--- config.mk ---
export PLATFORM = sky130hd
export DESIGN_NAME = itcf_addsub
export DESIGN_NICKNAME = d
export VERILOG_FILES = /design/src/design/itcf_pkg.sv /design/src/design/itcf_addsub.sv
export SDC_FILE = /design/constraint.sdc
export NUM_CORES = 1
export LEC_CHECK = 0
export BUFFER_PORTS_ARGS = -buffer_cell sky130_fd_sc_hd__buf_2
export CAP_MARGIN = 30
export CORE_ASPECT_RATIO = 0.6
export CORE_MARGIN = 3
export CORE_UTILIZATION = 54
export DETAILED_ROUTE_END_ITERATION = 12
export PLACE_DENSITY_LB_ADDON = 0.08
export SLEW_MARGIN = 20
export SYNTH_ARGS = -nofsm -noshare
export SYNTH_HDL_FRONTEND = slang
export SYNTH_SLANG_ARGS = --single-unit
export TNS_END_PERCENT = 5
--- constraint.sdc ---
create_clock -name vclk -period 5.18
set_input_delay 0.777 -clock vclk [all_inputs]
set_output_delay 0.777 -clock vclk [all_outputs]
set_load 0.01 [all_outputs]
--- src/design/itcf_pkg.sv ---
package itcf_pkg;

	localparam int ANGLE_FRAC_BITS_DEF = 16;
	localparam int CORDIC_STEPS_DEF    = 20;
	localparam int CORDIC_MAX          = 30;
	// CORDIC angle accumulator: degrees, 32 fraction bits
	localparam int ZW                  = 42;
	// shared subtract/compare width: root remainder is 62 bits
	localparam int ALU_W               = 63;

	localparam logic [15:0] ALPHA_RESET = 16'd64225;
	localparam logic [1:0]  RANGE_RESET = 2'd0;
	// 0.9995 in Q0.24 and its complement
	localparam logic [23:0] YAW_KEEP    = 24'd16768827;
	localparam logic [23:0] YAW_REST    = 24'd8389;

	localparam logic [0:0] REG_ALPHA = 1'b0;
	localparam logic [0:0] REG_RANGE = 1'b1;

	typedef enum logic [3:0] {
		ST_IDLE,
		ST_SQR,
		ST_ROOT_LD,
		ST_ROOT,
		ST_CORD_LD,
		ST_CORD,
		ST_GMUL,
		ST_DIV_LD,
		ST_DIV,
		ST_BLEND,
		ST_DONE
	} state_t;

	typedef enum logic [1:0] {
		ANG_ROLL,
		ANG_PITCH,
		ANG_YAW
	} ang_t;

	typedef struct packed {
		logic [ALU_W-1:0] a;
		logic [ALU_W-1:0] b;
	} alu_req_t;

	typedef struct packed {
		logic             ge;
		logic [ALU_W-1:0] diff;
	} alu_res_t;

	typedef logic signed [ZW-1:0] atan_tab_t [CORDIC_MAX];

	// range factor times 1000 ms
	function automatic logic [16:0] gyro_divisor(input logic [1:0] range);
		logic [16:0] d;
		case (range)
			2'd0:    d = 17'd131000;
			2'd1:    d = 17'd65500;
			2'd2:    d = 17'd32800;
			default: d = 17'd16400;
		endcase
		return d;
	endfunction

	// shift-and-subtract quotient, evaluated at elaboration only
	function automatic longint unsigned udiv64(input longint unsigned num,
			input longint unsigned den);
		longint unsigned q;
		longint unsigned r;
		q = 0;
		r = 0;
		for (int b = 63; b >= 0; b--) begin
			r = {r[62:0], num[b]};
			q = q << 1;
			if (r >= den) begin
				r = r - den;
				q = q | 64'd1;
			end
		end
		return q;
	endfunction

	// atan(2^-i) in degrees with 32 fraction bits, odd power series for i >= 2
	function automatic atan_tab_t atan_table();
		atan_tab_t         t;
		longint unsigned   deg;
		longint unsigned   term;
		longint            acc;
		int                n;
		int                sh;
		deg = 64'd246083499208;
		for (int i = 0; i < CORDIC_MAX; i++) begin
			if (i == 0) begin
				t[i] = ZW'(64'd193273528320);
			end else if (i == 1) begin
				t[i] = ZW'(64'd114096026022);
			end else begin
				acc = 0;
				for (int k = 0; k < 32; k++) begin
					n  = 2 * k + 1;
					sh = i * n;
					if (sh < 64) begin
						term = udiv64(deg >> sh, 64'(n));
						if (k[0] == 1'b1)
							acc = acc - longint'(term);
						else
							acc = acc + longint'(term);
					end
				end
				t[i] = ZW'(acc);
			end
		end
		return t;
	endfunction

endpackage

--- src/design/itcf_addsub.sv ---
module itcf_addsub (
	input  itcf_pkg::alu_req_t req,
	output itcf_pkg::alu_res_t res
);
	import itcf_pkg::*;

	logic [ALU_W:0] wide;

	always_comb begin
		wide     = {1'b0, req.a} - {1'b0, req.b};
		res.ge   = ~wide[ALU_W];
		res.diff = wide[ALU_W-1:0];
	end

endmodule

* Word level (Yosys, flattened, before mapping)
Index checks and enable logic that the tools add are counted.
** Word-level totals
- Bits of input ports :: 126
- Output and inout port bits :: 64
- Bits in registers :: 0
- Logic and storage cells :: 2
** Operators by class
- Bitwise logic cells :: 1
- Add/sub/neg operators :: 1
** Operators by type and width (number)
- subtractor 63 x 63 -> 64 bit :: 1
- NOT 1 bit :: 1

* Logic depth before layout (Yosys ltp)
Gate-level depths: netlist (run 1).
- Depth after elaboration :: 2
- Mapped depth :: 12
- Depth with buffers taken out :: 12

* Worst setup path before layout (run 1)
OpenSTA, ideal clock, no wires.
- Path type :: input -> output
- From :: input req[63] (netlist bit)
- To :: output res[56] (netlist bit)
- Cell stages on the path :: 12
- Buffers on the path :: 0
- Required time :: 4.403 ns
- Path slack :: 1.253 ns
- Data arrival time :: 3.150 ns
- Path through :: inv_1 > ha_1 > fa_1 > nand2b_1 > a21oi_1 > o21ai_1 > o41ai_2 > a211oi_2 > nor2_2 > a2111oi_4 > o31ai_2 > xor2_1
** RTL lines
- start: declaration :: RTL line itcf_addsub.sv:2 : input itcf_pkg::alu_req_t req,
- end: declaration :: RTL line itcf_addsub.sv:3 : output itcf_pkg::alu_res_t res

==> impl_metrics.toml, run 1 <==
[timing]
setup_tns_ps = 0
tightest_slew_ps = 738
max_slew_margin = 0.507
finalMaxSlewViolations = 0
whs_ps = 1920
period_needed_ps = 4500
rsz0062_at_grt = "false"
finalSetupViolations = 0
hold_viol = 0
fin_crit_sh = 0.869
fmax_mhz = 222

[synthesis]
postSynthCellCount = 638
ys_top_cells_by_area = "ha_1, a21oi_1, inv_1"
synth_top_area_frac = 0.189
syn_nets = 828
ys_seq_area_frac = 0
synth.avg_cell_area_um2 = 6.55
yosysTopAreaCell = "ha_1"
ys_types = 71
yosys_warnings = 0
syn_area_um2 = 4180

[finish]
stdcell_count = 900
area_growth_pct = 22.1
fill_cells = 698
seq_cell_count = 0
clkbuf_count = 0
utilization = 0.690
final_nets = 988
drive_gt1_frac = 0.270
regArea_um2 = 0
antenna_cells = 0

[worst_setup_path]
startpoint_type = "input port"
end_kind = "primary output"
worstSetupPathType = "input port to primary output"
critPathMaxFanout = 4
worstPathArrival_ps = 3730
cp.required_ps = 4400

[die]
core_region_area_um2 = 7390
initial_utilization = 0.565
dieWidth_um = 120
pin_count = 190
die_height_um = 74.1
rows = 24
die_area_um2 = 8860

[detailed_routing]
drt_iter0_drc = 577
avgRoutedWirePerCell_um = 16.5
drtAntennaViolNets = 0
finalWirelength_um = 14900
vias_per_cell = 5.94
drt-pass1-iter-count = 6
num_vias = 5344
drc = 0

[global_route]
grt_pass1_vias = 4745
grt_pass1_wl_um = 23100
grt_remaining_overflow = 0
antenna_found_initial = 0
grt_util_all_layers = 0.310
grt_max_degree = 13

[outcome]
status = "finished, final reports clean"

[flow_run]
max_cap_viol_count = 0

[clock_network]
hold_buffers = 0
cts_setup_buffers = 0
cts_resized = 0

[power]
cellPowerDensity_nw_per_um2 = 154
p_leak_uw = 0.00283
peakVddDrop_mv = 0.0917

[placement]
dp_hpwl_um = 12900
gp_congestion = 0.939
portBuffers = 190
dp.cells = 900

[hold_path]
hold_class = "input port to primary output"
-- stage by stage --
stage / area [um^2] / total power [uW] / worst slack, ps
after CTS: 5100 / 769 / 702
after detailed placement: 5100 / 765 / 716
after floorplan: 4180 / 508 / 1250
after global routing: 5100 / 851 / 466
final: 5100 / 784 / 677
after global placement: 5100 / 751 / 812
-- logic make-up after synthesis --
logic type      synth area share
simple gates               0.207
fa+ha+maj                  0.194
mux                      0.00479
xor+xnor                   0.115
compound gates             0.367
buf+inv                    0.112
-- final timing paths --
| kind | slack, ps | cells past startpoint | end | from |
|---|---|---|---|---|
| min | 1920 | 4 | res[0] | req[0] |
| max | 680 | 13 | res[50] | req[0] |
-- metal layers --
layer | global-route usage | share of wire | wire, um
met1 | 0.468 | 0.47 | 6960
met2 | 0.464 | 0.40 | 5880
met3 | 0.0798 | 0.13 | 1910
met4 | 0.0152 | 0.0061 | 90
met5 | 0 | 0 | 0
-- cell usage after synthesis (all sizes together) (4+ instances only) --
cell	instances
o21a	8
buf	10
nand4	22
a31oi	8
nor2b	10
and3	4
nand2	52
xor2	23
o31ai	9
xnor2	32
a21o	38
nor2	42
a211oi	9
o21ai	41
nand2b	6
a21oi	75
clkbuf	22
nor3	10
nand3	14
or4	4
o21bai	11
ha	63
inv	83
or2	4
-- report_power, final --
| part | internal (uW) | switching, uW | leakage [uW] |
|---|---|---|---|
| logic | 322 | 462 | 0.00283 |
| registers | 0 | 0 | 0 |
| clock network | 0 | 0 | 0 |
-- critical path, cell delays in order --
cell and delay, ps:
buf_2 100, ha_1 220, fa_1 400, nand2b_1 180
a21oi_1 180, o21ai_1 200, a211oi_1 320, o211a_1 190
o21ai_1 170, o31a_1 360, o31ai_1 300, xnor2_1 160
buf_2 150
-- layout by cell type (no fill, tap or decap), types with 3 or more instances in the layout --
cell type,netlist,final
a211oi_1,5,5
a211oi_2,3,3
a21o_1,38,38
a21oi_1,73,73
a31oi_1,8,8
and3_1,4,4
buf_2,3,190
ha_1,63,63
inv_1,82,82
nand2_1,50,50
nand2b_1,6,6
nand3_1,13,13
nand4_1,21,21
nor2_1,41,41
nor2b_1,10,10
nor3_1,10,10
o21a_1,7,7
o21ai_0,31,31
o21ai_1,9,9
o21bai_1,11,11
o31ai_1,6,6
or4_1,4,4
xnor2_1,32,32
xor2_1,23,23
-- area by class of cell --
type	instances	area [um^2]	area share
repair buffers	190	951	0.186
well taps	104	130	0.0255
multi-input cells	523	3710	0.727
inverters	83	312	0.0611
Note: power is estimated with default switching activity, not from simulation.
==> inputs of run 2 (changes only) <==
--- a/config.mk
+++ b/config.mk
@@ -11,6 +11,7 @@
 export CORE_MARGIN = 3
 export CORE_UTILIZATION = 54
 export DETAILED_ROUTE_END_ITERATION = 12
+export MAX_ROUTING_LAYER = met4
 export PLACE_DENSITY_LB_ADDON = 0.08
 export SLEW_MARGIN = 20
 export SYNTH_ARGS = -nofsm -noshare
==> impl_metrics.toml, run 2 (same netlist as run 1, synthesis figures left out) <==
[die]
rows = 24
die_height_um = 74.1
dieWidth_um = 120
die_area_um2 = 8860
core_region_area_um2 = 7390
pin_count = 190
initial_utilization = 0.565

[placement]
dp.cells = 900
dp_slack_ps = 718
portBuffers = 190
gp_congestion = 1.01
dp_hpwl_um = 13100

[detailed_routing]
drc = 0
avgRoutedWirePerCell_um = 16.8
num_vias = 5331
vias_per_cell = 5.92
drtAntennaViolNets = 0
drt_iter0_drc = 679
drt-pass1-iter-count = 6
finalWirelength_um = 15100

[timing]
finalSetupViolations = 0
max_slew_margin = 0.579
rsz0062_at_grt = "false"
tightest_slew_ps = 629
fin_ws_ps = 626
fin_crit_sh = 0.879
setup_tns_ps = 0
finalMaxSlewViolations = 0
fmax_mhz = 220
hold_viol = 0
whs_ps = 1900
period_needed_ps = 4550

[finish]
seq_cell_count = 0
drive_gt1_frac = 0.270
clkbuf_count = 0
final_nets = 988
stdcell_count = 900
antenna_cells = 0
mostFrequentLayoutCells = "buf_2, inv_1, a21oi_1"
area_growth_pct = 22.1
mostFrequentLayoutCell = "buf_2"
fill_cells = 678
multi_input_area_um2 = 3710
regArea_um2 = 0

[worst_setup_path]
worstPathArrival_ps = 3780
worstSetupPathType = "input port to primary output"
critPathMaxFanout = 4
startpoint_type = "input port"
cp.required_ps = 4400
end_kind = "primary output"
startpoint = "req[0]"

[outcome]
status = "finished, final reports clean"

[clock_network]
cts_setup_buffers = 0
hold_buffers = 0
cts_resized = 0

[power]
peakVddDrop_mv = 0.105
p_leak_uw = 0.00283
cellPowerDensity_nw_per_um2 = 154
finalPower_uw = 786

[global_route]
grt_remaining_overflow = 0
antenna_found_initial = 0
grt_max_degree = 13
grt_pass1_wl_um = 23100
grt_util_all_layers = 0.322
grt_pass1_vias = 4716

[hold_path]
hold_class = "input port to primary output"
hp-start = "req[0]"

[flow_run]
max_cap_viol_count = 0
==> run 2: cell counts in the layout (fill, tap and decap cells not counted) <==
No cell type changed its count.
==> run 2: metrics by stage <==
stage | utilization | cell area [um^2]
final | 0.690 | 5100
after global routing | 0.690 | 5100
after CTS | 0.690 | 5100
after detailed placement | 0.690 | 5100
after global placement | 0.690 | 5100
after floorplan | - | 4180
==> run 2: final timing paths <==
| kind | end | cells after the start |
|---|---|---|
| min | res[0] | 4 |
| max | res[50] | 13 |
==> run 2: where the power goes <==
part | internal [uW] | switching (uW)
registers | 0 | 0
clock network | 0 | 0
logic | 322 | 463
total | 322 | 463
==> run 2: layout make-up <==
type	count	share of cell area
Timing Repair Buffer	190	0.186
Multi-Input combinational cell	523	0.727
Tap cell	104	0.0255
Inverter	83	0.0611
==> run 2: layer usage <==
layer,wire length [um],share of wire,vias up,track usage
met5,0,0,-,-
met4,125,0.0083,0,0.0292
met3,1840,0.12,18,0.0608
met2,6070,0.40,348,0.474
met1,7060,0.47,2376,0.473
li1,-,-,2589,-
==> run 2: critical path: stages <==
cell and delay, ps:
buf_2 100, ha_1 210, fa_1 400, nand2b_1 190, a21oi_1 180, o21ai_1 190
a211oi_1 350, o211a_1 200, o21ai_1 170, o31a_1 360, o31ai_1 300, xnor2_1 170
buf_2 160
